===== src/rtl/positional_pid_integral_clamp_assert.svh =====
// Assertion macros for the PID datapath; only the input stage (ppic_intg) includes them.
`ifndef POSITIONAL_PID_INTEGRAL_CLAMP_ASSERT_SVH
`define POSITIONAL_PID_INTEGRAL_CLAMP_ASSERT_SVH

// Checks a property on every rising clock edge outside reset.
`define PPIC_ASSERT(label, prop, msg) \
    label: assert property (@(posedge clk) disable iff (!rst_n) (prop)) else $error(msg);

// Checks that a condition is followed by a consequence in the next cycle.
`define PPIC_ASSERT_NEXT(label, cond, conseq, msg) \
    label: assert property (@(posedge clk) disable iff (!rst_n) (cond) |=> (conseq)) \
        else $error(msg);

`endif


===== src/rtl/ppic_pkg.sv =====
// Shared constants, register indexes and helper functions of the PID controller.
`default_nettype none

package ppic_pkg;

    // Fixed field widths.
    localparam int GAIN_W           = 16;
    localparam int MAG_W            = GAIN_W + 1;
    localparam int LIMIT_W          = 32;
    localparam int INTEG_W          = 32;
    localparam int OUT_W            = 56;
    localparam int ERROR_WIDTH_DEF  = 16;

    // Configuration port geometry.
    localparam int CFG_IDX_W        = 2;
    localparam int CFG_DATA_W       = 32;

    // Register indexes.
    localparam logic [CFG_IDX_W-1:0] REG_GAIN_P         = 2'd0;
    localparam logic [CFG_IDX_W-1:0] REG_GAIN_I         = 2'd1;
    localparam logic [CFG_IDX_W-1:0] REG_GAIN_D         = 2'd2;
    localparam logic [CFG_IDX_W-1:0] REG_INTEGRAL_LIMIT = 2'd3;

    // Magnitude of a signed gain; the most negative code maps to 2^15.
    function automatic logic [MAG_W-1:0] gain_mag(input logic [GAIN_W-1:0] v);
        logic [MAG_W-1:0] x;
        x = {v[GAIN_W-1], v};
        return v[GAIN_W-1] ? (~x + 1'b1) : x;
    endfunction

    // Magnitude of the signed limit; the most negative code maps to 2^31.
    function automatic logic [LIMIT_W-1:0] limit_mag(input logic [LIMIT_W-1:0] v);
        return v[LIMIT_W-1] ? (~v + 1'b1) : v;
    endfunction

endpackage

`default_nettype wire


===== src/rtl/positional_pid_integral_clamp.sv =====
// Positional PID controller with integral clamp: registers, pipeline and output stage.
//
//   Channel  Direction  Handshake            Payload
//   input    in         in_valid/in_ready    error_now (signed, ERROR_WIDTH bits)
//   output   out        out_valid/out_ready  control_out (signed, 56 bits, 8 fraction bits)
//   config   in         cfg_write            cfg_index, cfg_data
//
// One beat is taken per cycle while the input stage can load; its result passes through the
// input stage, then the product registers, then the output register.
// The integral add and clamp sit in the input stage, so the state loop closes within that stage.
// A stall on the output holds each full stage; empty stages still fill, so bubbles close up.
// Reset clears the gains, the limit, the integral and the previous error.
`default_nettype none

module positional_pid_integral_clamp #(
    parameter int ERROR_WIDTH = ppic_pkg::ERROR_WIDTH_DEF
) (
    input  logic                                 clk,
    input  logic                                 rst_n,
    input  logic                                 cfg_write,
    input  logic [ppic_pkg::CFG_IDX_W-1:0]       cfg_index,
    input  logic [ppic_pkg::CFG_DATA_W-1:0]      cfg_data,
    input  logic                                 in_valid,
    output logic                                 in_ready,
    input  logic signed [ERROR_WIDTH-1:0]        error_now,
    output logic                                 out_valid,
    input  logic                                 out_ready,
    output logic signed [ppic_pkg::OUT_W-1:0]    control_out
);
    import ppic_pkg::*;

    localparam int P_W = MAG_W + ERROR_WIDTH;
    localparam int I_W = MAG_W + INTEG_W;
    localparam int D_W = MAG_W + ERROR_WIDTH + 1;

    logic [MAG_W-1:0]              kp_mag_reg;
    logic [MAG_W-1:0]              ki_mag_reg;
    logic [MAG_W-1:0]              kd_mag_reg;
    logic [LIMIT_W-1:0]            lim_mag_reg;

    logic                          s1_valid;
    logic                          s1_ready;
    logic signed [ERROR_WIDTH-1:0] s1_error;
    logic signed [ERROR_WIDTH:0]   s1_diff;
    logic signed [INTEG_W-1:0]     s1_integ;

    logic                          s2_valid;
    logic                          s2_ready;
    logic signed [P_W-1:0]         s2_prod_p;
    logic signed [I_W-1:0]         s2_prod_i;
    logic signed [D_W-1:0]         s2_prod_d;

    logic                          out_valid_reg;
    logic signed [OUT_W-1:0]       control_reg;
    logic signed [OUT_W-1:0]       control_next;
    logic                          out_en;

    // Configuration registers hold gain and limit magnitudes.
    always_ff @(posedge clk or negedge rst_n)
    begin
        if (!rst_n)
        begin
            kp_mag_reg  <= '0;
            ki_mag_reg  <= '0;
            kd_mag_reg  <= '0;
            lim_mag_reg <= '0;
        end
        else if (cfg_write)
        begin
            case (cfg_index)
                REG_GAIN_P:         kp_mag_reg  <= gain_mag(cfg_data[GAIN_W-1:0]);
                REG_GAIN_I:         ki_mag_reg  <= gain_mag(cfg_data[GAIN_W-1:0]);
                REG_GAIN_D:         kd_mag_reg  <= gain_mag(cfg_data[GAIN_W-1:0]);
                REG_INTEGRAL_LIMIT: lim_mag_reg <= limit_mag(cfg_data[LIMIT_W-1:0]);
                default:            ;
            endcase
        end
    end

    ppic_intg #(
        .ERROR_WIDTH (ERROR_WIDTH)
    ) u_intg (
        .clk       (clk),
        .rst_n     (rst_n),
        .in_valid  (in_valid),
        .in_ready  (in_ready),
        .error_now (error_now),
        .limit_mag (lim_mag_reg),
        .s1_valid  (s1_valid),
        .s1_ready  (s1_ready),
        .s1_error  (s1_error),
        .s1_diff   (s1_diff),
        .s1_integ  (s1_integ)
    );

    ppic_mult #(
        .ERROR_WIDTH (ERROR_WIDTH)
    ) u_mult (
        .clk       (clk),
        .rst_n     (rst_n),
        .s1_valid  (s1_valid),
        .s1_ready  (s1_ready),
        .s1_error  (s1_error),
        .s1_diff   (s1_diff),
        .s1_integ  (s1_integ),
        .kp_mag    (kp_mag_reg),
        .ki_mag    (ki_mag_reg),
        .kd_mag    (kd_mag_reg),
        .s2_valid  (s2_valid),
        .s2_ready  (s2_ready),
        .s2_prod_p (s2_prod_p),
        .s2_prod_i (s2_prod_i),
        .s2_prod_d (s2_prod_d)
    );

    // Sum of the three products; at the default ERROR_WIDTH the exact result fits the output width.
    assign control_next = OUT_W'(s2_prod_p) + OUT_W'(s2_prod_i) + OUT_W'(s2_prod_d);

    // Output register: loads when empty or when its beat is taken.
    assign out_en   = !out_valid_reg || out_ready;
    assign s2_ready = out_en;

    always_ff @(posedge clk or negedge rst_n)
    begin
        if (!rst_n)
        begin
            out_valid_reg <= 1'b0;
        end
        else if (out_en)
        begin
            out_valid_reg <= s2_valid;
        end
    end

    always_ff @(posedge clk)
    begin
        if (out_en && s2_valid)
        begin
            control_reg <= control_next;
        end
    end

    assign out_valid   = out_valid_reg;
    assign control_out = control_reg;

endmodule

`default_nettype wire


===== src/rtl/ppic_intg.sv =====
// Input stage: integral update with clamp and saturation, derivative difference.
`default_nettype none
`include "positional_pid_integral_clamp_assert.svh"

module ppic_intg #(
    parameter int ERROR_WIDTH = ppic_pkg::ERROR_WIDTH_DEF
) (
    input  logic                                clk,
    input  logic                                rst_n,
    input  logic                                in_valid,
    output logic                                in_ready,
    input  logic signed [ERROR_WIDTH-1:0]       error_now,
    input  logic [ppic_pkg::LIMIT_W-1:0]        limit_mag,
    output logic                                s1_valid,
    input  logic                                s1_ready,
    output logic signed [ERROR_WIDTH-1:0]       s1_error,
    output logic signed [ERROR_WIDTH:0]         s1_diff,
    output logic signed [ppic_pkg::INTEG_W-1:0] s1_integ
);
    import ppic_pkg::*;

    localparam int SUM_W = INTEG_W + 2;
    localparam logic signed [SUM_W-1:0] SAT_HI =
        {{(SUM_W-INTEG_W+1){1'b0}}, {(INTEG_W-1){1'b1}}};
    localparam logic signed [SUM_W-1:0] SAT_LO =
        {{(SUM_W-INTEG_W+1){1'b1}}, {(INTEG_W-1){1'b0}}};

    logic signed [INTEG_W-1:0]     integral_reg;
    logic signed [INTEG_W-1:0]     integral_next;
    logic signed [ERROR_WIDTH-1:0] prev_err_reg;
    logic                          valid_reg;
    logic signed [ERROR_WIDTH-1:0] error_reg;
    logic signed [ERROR_WIDTH:0]   diff_reg;
    logic signed [ERROR_WIDTH:0]   diff_next;
    logic signed [INTEG_W-1:0]     integ_out_reg;
    logic signed [SUM_W-1:0]       sum_raw;
    logic signed [SUM_W-1:0]       sum_clamp;
    logic signed [SUM_W-1:0]       lim_pos;
    logic signed [SUM_W-1:0]       lim_neg;
    logic                          stage_en;
    logic                          in_fire;
    logic signed [INTEG_W:0]       integ_wide;
    logic signed [INTEG_W:0]       lim_wide;

    // The stage loads when it is empty or its beat moves on.
    assign stage_en = !valid_reg || s1_ready;
    assign in_ready = stage_en;
    assign in_fire  = in_valid && stage_en;

    // Exact sum, then the optional limit, then the 32-bit range.
    assign lim_pos = {2'b00, limit_mag};
    assign lim_neg = -lim_pos;
    assign sum_raw = {{(SUM_W-INTEG_W){integral_reg[INTEG_W-1]}}, integral_reg}
                   + {{(SUM_W-ERROR_WIDTH){error_now[ERROR_WIDTH-1]}}, error_now};

    always_comb
    begin
        sum_clamp = sum_raw;
        if (limit_mag != '0)
        begin
            if (sum_raw > lim_pos)
            begin
                sum_clamp = lim_pos;
            end
            else if (sum_raw < lim_neg)
            begin
                sum_clamp = lim_neg;
            end
        end
        if (sum_clamp > SAT_HI)
        begin
            sum_clamp = SAT_HI;
        end
        else if (sum_clamp < SAT_LO)
        begin
            sum_clamp = SAT_LO;
        end
    end

    assign integral_next = sum_clamp[INTEG_W-1:0];

    // Derivative uses the error kept from the previous beat.
    assign diff_next = {error_now[ERROR_WIDTH-1], error_now}
                     - {prev_err_reg[ERROR_WIDTH-1], prev_err_reg};

    // Controller state and stage valid.
    always_ff @(posedge clk or negedge rst_n)
    begin
        if (!rst_n)
        begin
            integral_reg <= '0;
            prev_err_reg <= '0;
            valid_reg    <= 1'b0;
        end
        else
        begin
            if (stage_en)
            begin
                valid_reg <= in_valid;
            end
            if (in_fire)
            begin
                integral_reg <= integral_next;
                prev_err_reg <= error_now;
            end
        end
    end

    // Stage payload.
    always_ff @(posedge clk)
    begin
        if (in_fire)
        begin
            error_reg     <= error_now;
            diff_reg      <= diff_next;
            integ_out_reg <= integral_next;
        end
    end

    assign s1_valid = valid_reg;
    assign s1_error = error_reg;
    assign s1_diff  = diff_reg;
    assign s1_integ = integ_out_reg;

    // Signed views of the integral and the limit for the bound check.
    assign integ_wide = {integral_reg[INTEG_W-1], integral_reg};
    assign lim_wide   = {1'b0, limit_mag};

    `PPIC_ASSERT_NEXT(a_integ_hold, !in_fire, $stable(integral_reg), "integral moved without a beat")
    `PPIC_ASSERT_NEXT(a_prev_err, in_fire, prev_err_reg == $past(error_now), "previous error not kept")
    `PPIC_ASSERT_NEXT(a_clamp, in_fire && limit_mag != '0, integ_wide <= $past(lim_wide) && integ_wide >= -$past(lim_wide), "integral outside its limit")

endmodule

`default_nettype wire


===== src/rtl/ppic_mult.sv =====
// Product stage: the three gain products, each registered.
`default_nettype none

module ppic_mult #(
    parameter int ERROR_WIDTH = ppic_pkg::ERROR_WIDTH_DEF
) (
    input  logic                                   clk,
    input  logic                                   rst_n,
    input  logic                                   s1_valid,
    output logic                                   s1_ready,
    input  logic signed [ERROR_WIDTH-1:0]          s1_error,
    input  logic signed [ERROR_WIDTH:0]            s1_diff,
    input  logic signed [ppic_pkg::INTEG_W-1:0]    s1_integ,
    input  logic [ppic_pkg::MAG_W-1:0]             kp_mag,
    input  logic [ppic_pkg::MAG_W-1:0]             ki_mag,
    input  logic [ppic_pkg::MAG_W-1:0]             kd_mag,
    output logic                                   s2_valid,
    input  logic                                   s2_ready,
    output logic signed [ppic_pkg::MAG_W+ERROR_WIDTH-1:0]       s2_prod_p,
    output logic signed [ppic_pkg::MAG_W+ppic_pkg::INTEG_W-1:0] s2_prod_i,
    output logic signed [ppic_pkg::MAG_W+ERROR_WIDTH:0]         s2_prod_d
);
    import ppic_pkg::*;

    localparam int P_W = MAG_W + ERROR_WIDTH;
    localparam int I_W = MAG_W + INTEG_W;
    localparam int D_W = MAG_W + ERROR_WIDTH + 1;

    logic                  valid_reg;
    logic                  stage_en;
    logic signed [P_W-1:0] prod_p_next;
    logic signed [I_W-1:0] prod_i_next;
    logic signed [D_W-1:0] prod_d_next;
    logic signed [P_W-1:0] prod_p_reg;
    logic signed [I_W-1:0] prod_i_reg;
    logic signed [D_W-1:0] prod_d_reg;

    assign stage_en = !valid_reg || s2_ready;
    assign s1_ready = stage_en;

    // Gains are non-negative magnitudes, so each gets a zero sign bit.
    assign prod_p_next = P_W'($signed({1'b0, kp_mag})) * P_W'(s1_error);
    assign prod_i_next = I_W'($signed({1'b0, ki_mag})) * I_W'(s1_integ);
    assign prod_d_next = D_W'($signed({1'b0, kd_mag})) * D_W'(s1_diff);

    always_ff @(posedge clk or negedge rst_n)
    begin
        if (!rst_n)
        begin
            valid_reg <= 1'b0;
        end
        else if (stage_en)
        begin
            valid_reg <= s1_valid;
        end
    end

    always_ff @(posedge clk)
    begin
        if (stage_en && s1_valid)
        begin
            prod_p_reg <= prod_p_next;
            prod_i_reg <= prod_i_next;
            prod_d_reg <= prod_d_next;
        end
    end

    assign s2_valid  = valid_reg;
    assign s2_prod_p = prod_p_reg;
    assign s2_prod_i = prod_i_reg;
    assign s2_prod_d = prod_d_reg;

endmodule

`default_nettype wire

===== config.mk =====
export PLATFORM = sky130hd
export DESIGN_NAME = positional_pid_integral_clamp
export DESIGN_NICKNAME = d
export VERILOG_FILES = /design/src/rtl/ppic_pkg.sv /design/src/rtl/positional_pid_integral_clamp.sv /design/src/rtl/ppic_intg.sv /design/src/rtl/ppic_mult.sv
export VERILOG_INCLUDE_DIRS = /design/src /design/src/rtl
export SDC_FILE = /design/constraint.sdc
export NUM_CORES = 2
export LEC_CHECK = 0
export ABC_AREA = 1
export BUFFER_PORTS_ARGS = -buffer_cell sky130_fd_sc_hd__buf_2
export CORE_UTILIZATION = 50
export CTS_CLUSTER_DIAMETER = 120
export DETAILED_ROUTE_END_ITERATION = 8
export MAX_ROUTING_LAYER = met4
export PLACE_DENSITY = 0.72
export SETUP_SLACK_MARGIN = 0.15
export SYNTH_ARGS = -nofsm -noshare
export SYNTH_HDL_FRONTEND = slang
export SYNTH_HIERARCHICAL = 1
export SYNTH_SLANG_ARGS = --single-unit
export TNS_END_PERCENT = 1

===== constraint.sdc =====
create_clock -name clk -period 7.79 [get_ports clk]
set_clock_uncertainty 0.05 [all_clocks]
set_input_delay 0.3895 -clock clk [delete_from_list [all_inputs] [get_ports clk]]
set_output_delay 0.3895 -clock clk [all_outputs]
set_load 0.02 [all_outputs]

* Yosys cells after proc, flatten, opt, wreduce, memory -nomap -nowiden
Index checks and enable logic that the tools add are counted.
** Cells by class
- Bitwise logic cells :: 2
- Equality and inequality tests :: 3
- Magnitude comparators :: 4
- Reduce and logical (&&, ||, !) cells :: 15
- $add $sub $neg :: 7
- Multiply operators :: 3
- Muxes and demuxes :: 7
** Operator list (number)
- $mux W34 :: 3
- $mux W32 :: 3
- $add A50 B34 Y51 :: 1
- $add A33 B49 Y50 :: 1
- $mul A18 B32 Y49 :: 1
- $gt A34 B32 Y1 const B :: 1
- $gt A34 B33 Y1 :: 1
- $lt A34 B32 Y1 const B :: 1
- $lt A34 B34 Y1 :: 1
- $mul A18 B17 Y34 :: 1
- $neg A32 Y34 :: 1
- $add A32 B16 Y33 :: 1
- $mul A18 B16 Y33 :: 1
- $add A32 B1 Y32 const B :: 1
- $not A32 Y32 :: 1
- $reduce_bool A32 Y1 :: 1
- $add A17 B1 Y17 const B :: 1
- $mux W17 :: 1
- $not A17 Y17 :: 1
- $sub A16 B16 Y17 :: 1
- $reduce_and A2 Y1 :: 4
- $eq A2 B2 Y1 const B :: 2
- $logic_and A1 B1 Y1 :: 3
- $logic_not A1 Y1 :: 3
- 3 further kinds :: 5
** Storage, ports and cells
- Output and inout bits :: 58
- Logic and storage cells :: 57
- Register bits :: 371
- Bits of input ports :: 55

* Longest topological paths before layout
- Depth in word-level cells :: 8
- Depth in mapped cells :: 41
- Mapped depth without buffers :: 39

* By module
Netlist, hierarchy kept.
** Modules (own cells, without submodules)
- ppic_mult :: cells each 5840, area each 44685.4 sq um, instances 1
- positional_pid_integral_clamp :: cells each 1504, area each 10943.0 sq um, instances 1
- ppic_intg :: cells each 1317, area each 9938.3 sq um, instances 1

* Worst setup path before layout
No wires, ideal clock.
- Kind :: register to register
- From :: reg out_valid_reg, in the netlist out_valid
- To :: reg u_mult.prod_d_reg[0], in the netlist u_mult/s2_prod_d[0] (enable)
- Cell stages (with the launch flop) :: 4
- Buffers on the path :: 0
- Setup slack :: 0.926 ns
- Data required time :: 7.111 ns
- Arrival :: 6.185 ns
- Path through :: dfrtp_1 -> nand2_1 -> inv_1 -> a21oi_1
** On the way
- Longest elaborated chain between the ends :: 4
** Ends and longest elaborated chain
- start: declaration :: RTL line positional_pid_integral_clamp.sv:53 : logic out_valid_reg;
- start signal: assignment :: RTL line positional_pid_integral_clamp.sv:131 : out_valid_reg <= s2_valid;
- $logic_not A1 Y1 :: RTL line positional_pid_integral_clamp.sv:120 : assign out_en = !out_valid_reg || out_ready;
- $logic_or A1 B1 Y1 :: RTL line positional_pid_integral_clamp.sv:120
- via out_en :: RTL line positional_pid_integral_clamp.sv:56 : logic out_en;
- $logic_or A1 B1 Y1 :: RTL line ppic_mult.sv:38 : assign stage_en = !valid_reg || s2_ready;
- $logic_and A1 B1 Y1 :: RTL line ppic_mult.sv:60 : if (stage_en && s1_valid)
- end signal: assignment :: RTL line ppic_mult.sv:64 : prod_d_reg <= prod_d_next;
- end: declaration :: RTL line ppic_mult.sv:36 : logic signed [D_W-1:0] prod_d_reg;
The timed path passes the listed nets, and every way through them passes these cells.
A chain may end at the register's enable or synchronous reset.

* Worst setup path in the final report
- From :: reg ki_mag_reg[5]
- To :: reg u_mult.prod_i_reg[34], in the netlist u_mult/s2_prod_i[34] (data pin)
** On the way
- Longest elaborated chain between the ends :: 1
** Ends and longest elaborated chain
- start: declaration :: RTL line positional_pid_integral_clamp.sv:37 : logic [MAG_W-1:0] ki_mag_reg;
- start signal: assignment :: RTL line positional_pid_integral_clamp.sv:72 : REG_GAIN_I: ki_mag_reg <= gain_mag(cfg_data[GAIN_W-1:0]);
- $mul A18 B32 Y49 :: RTL line ppic_mult.sv:43 : assign prod_i_next = I_W'($signed({1'b0, ki_mag})) * I_W'(s1_integ);
- via u_mult.prod_i_next[34] :: RTL line ppic_mult.sv:32 : logic signed [I_W-1:0] prod_i_next;
- end signal: assignment :: RTL line ppic_mult.sv:63 : prod_i_reg <= prod_i_next;
- end: declaration :: RTL line ppic_mult.sv:35 : logic signed [I_W-1:0] prod_i_reg;
The timed path passes the listed nets, and every way through them passes these cells.

==> results by group <==
Status
  • Outcome: finished clean

Timing
  • Tcrit/Tclk final: 84.3%
  • Slew HR: 24.0%
  • Slew Viols, Final: 0
  • Setup TNS Final: 0 ps
  • Least-Margin Pin Slew: 1140 ps
  • Number of setup violations in the final report: 0
  • RSZ-0062 raised after global routing: no
  • Max Clk Rate: 0.152 GHz
  • Crit path time final: 6570 ps
  • Final Hold Viols: 0

GRT
  • GRT Total Usage: 29.4%
  • Initial antenna violation count: 6
  • Pin count of the biggest net entering global routing: 88
  • Total grt overflow: 0
  • Vias in the first global route: 55090
  • First-pass GRT wire length: 296000 um

Cells and area
  • Nets: 10153
  • Commonest cells after routing, fill and taps aside: 2585 x nand2_1, 2261 x inv_1, 1000 x fa_1, 521 x ha_1, 359 x nor2_1
  • Post-route insts no fill: 10361
  • Layout cells sized above 1: 4.88%
  • Largest register FFs: 51
  • Commonest non-fill, non-tap cell in the layout: nand2_1
  • Final core utilization: 53.1%
  • Area Growth Syn to Fin: 5.19%

Flow run
  • Max-cap violations: 0

Routing
  • Vias: 53587
  • Post-Route WL: 186000 um
  • Vias per cell: 5.17
  • DRT Pass-1 Iters: 6
  • Starting DRT DRC Count: 4374
  • Residual DRC: 0
  • Wire per inst: 17.9 um
  • Antenna-violating nets left: 0

Setup path
  • Type of origin of the critical path: flip-flop
  • Slowest CP cell: dfrtp_1
  • CP Cell Sequence: buf_4, nand2_1, inv_1, fa_1, inv_1, fa_1, fa_1, inv_1, fa_1, fa_1, inv_1, fa_1, inv_1, ha_1, nand2_1, inv_1, a21oi_2, nor2_1, nor2_1, nor2_1, nor2_2, nand2_1, nand2_1, nand2_1
  • Max stage delay on crit path: 910 ps
  • Worst path bufs/invs: 7
  • Crit. End Element: flip-flop
  • Data arrival, critical path: 6860 ps
  • WS Path Type: reg2reg
  • Critical path peak fanout: 18
  • Required @ worst endpoint: 8080 ps
  • CP top delay family: adder cells

Floorplan
  • Core area: 0.130 mm^2
  • Ports: 113
  • Die area: 0.133 mm^2
  • Die X: 364 um
  • Floorplan row count: 132
  • Initial core utilization: 50.5%
  • Die H: 364 um

Worst hold path
  • Worst hold path type: in2reg

Clocking
  • Total CTS buffers: 46
  • Sink Count: 366
  • Clk slew on worst S/H paths: 60 ps
  • Clk buf depth: 3
  • Clock Tree Root: clkbuf_16
  • Worst skew pair latency: 630 ps
  • CTS tree: built
  • H-tree Lvls: 2

Yosys
  • Ys Warns: 6
  • Syn Nets: 10237
  • Mapped Cells: 8661
  • Async SR Flop Fraction: 36.6%
  • Yosys reg bits: 366
  • Synth Cell Area: 0.0656 mm^2
  • Post-synthesis cell type count: 67
  • Post-synth EDFFs: 232
  • Synth Flop Type: edfxtp_1
  • Post-synthesis sequential area ratio: 15.7%
  • Avg Cell Area, Syn: 7.57 um^2

Placed design
  • # placed instances: 10267
  • Dpl hpwl: 153000 um
  • Port Buffers: 112
  • RePlAce Congestion: 0.981
-- area by class of cell --
class	instances	area, um^2
clock buffers	56	1250
flip-flops and latches	366	10300
multi-input cells	5718	45400
diodes	6	15.0
well taps	1742	2180
clock inverters	28	270
repair buffers	165	975
inverters	2280	8560
fillers	12297	60800
-- metal layers --
metal | wire [um] | track usage (%) | vias up
met5 | 0 | - | -
met4 | 6620 | 9.56 | 0
met3 | 14000 | 4.80 | 341
met2 | 85400 | 47.3 | 1961
met1 | 79500 | 37.9 | 26035
li1 | - | - | 25250
-- worst min-delay path: stages --
cell and delay (ps):
buf_2 110, nand2_1 50, nand3_1 60, nand2_1 40
-- worst paths after layout --
kind,start,end,slack (ps),cells after the start
setup / recovery,ki_mag_reg[5]$_DFFE_PN0P_,u_mult/s2_prod_i[34]$_DFFE_PP_,1220,24
hold / removal,cfg_data[28],lim_mag_reg[28]$_DFFE_PN0P_,30,4
setup reg to reg,ki_mag_reg[5]$_DFFE_PN0P_,u_mult/s2_prod_i[34]$_DFFE_PP_,1220,24
hold reg to reg,u_intg/integral_reg[19]$_DFFE_PN0P_,u_intg/integral_reg[19]$_DFFE_PN0P_,440,2
max in group asynchronous,rst_n,u_intg/integral_reg[1]$_DFFE_PN0P_,5970,3
min in group asynchronous,rst_n,lim_mag_reg[31]$_DFFE_PN0P_,290,2
-- what timing repair did --
action	4_1_cts	5_1_grt
gates resized for setup	0	0
buffers inserted	0	0
endpoints found under the hold margin	66	0
hold buffers	4	0
-- through the flow --
| step | hold WS [ps] | setup slack (ps) | instance area [um^2] |
|---|---|---|---|
| 2_1_floorplan | 43.9 | 926 | 65600 |
| 3_3_place_gp | 384 | 1350 | 67400 |
| 3_5_place_dp | 388 | 1310 | 67400 |
| 4_1_cts | 2.24 | 1330 | 69000 |
| 5_1_grt | 11.0 | 948 | 69000 |
| 6_report | 29.4 | 1220 | 69000 |
-- cells by family (layout without fill, tap and decap cells) --
group	Yosys count	count (layout)	share of synthesized area, %
and+or+nand+nor	3522	3522	22.2
buffers and inverters	2577	2529	15.1
other	0	6	0
adders and majority gates	1521	1521	40.5
DFF	366	366	15.7
AOI/OAI and AO/OA	499	499	4.21
xor gates and xnor gates	176	176	2.35
-- synthesized netlist by cell type, types with 65 or more instances --
cell type  instances  area [um^2]
ha_1             521         6520
a21oi_1          267         1340
fa_1            1000        20000
nand2_1         2585         9700
edfxtp_1         232         6970
nor2_1           359         1350
o21ai_0          128          641
inv_1           2261         8490
nand3_1          276         1380
clkbuf_1         246          923
nand2_2           65          407
xor2_1           147         1290
dfrtp_1          134         3350
nand4_1           72          450
Power is not shown: default switching activity piles up to over one toggle a cycle in this logic, so the estimate is an artifact.
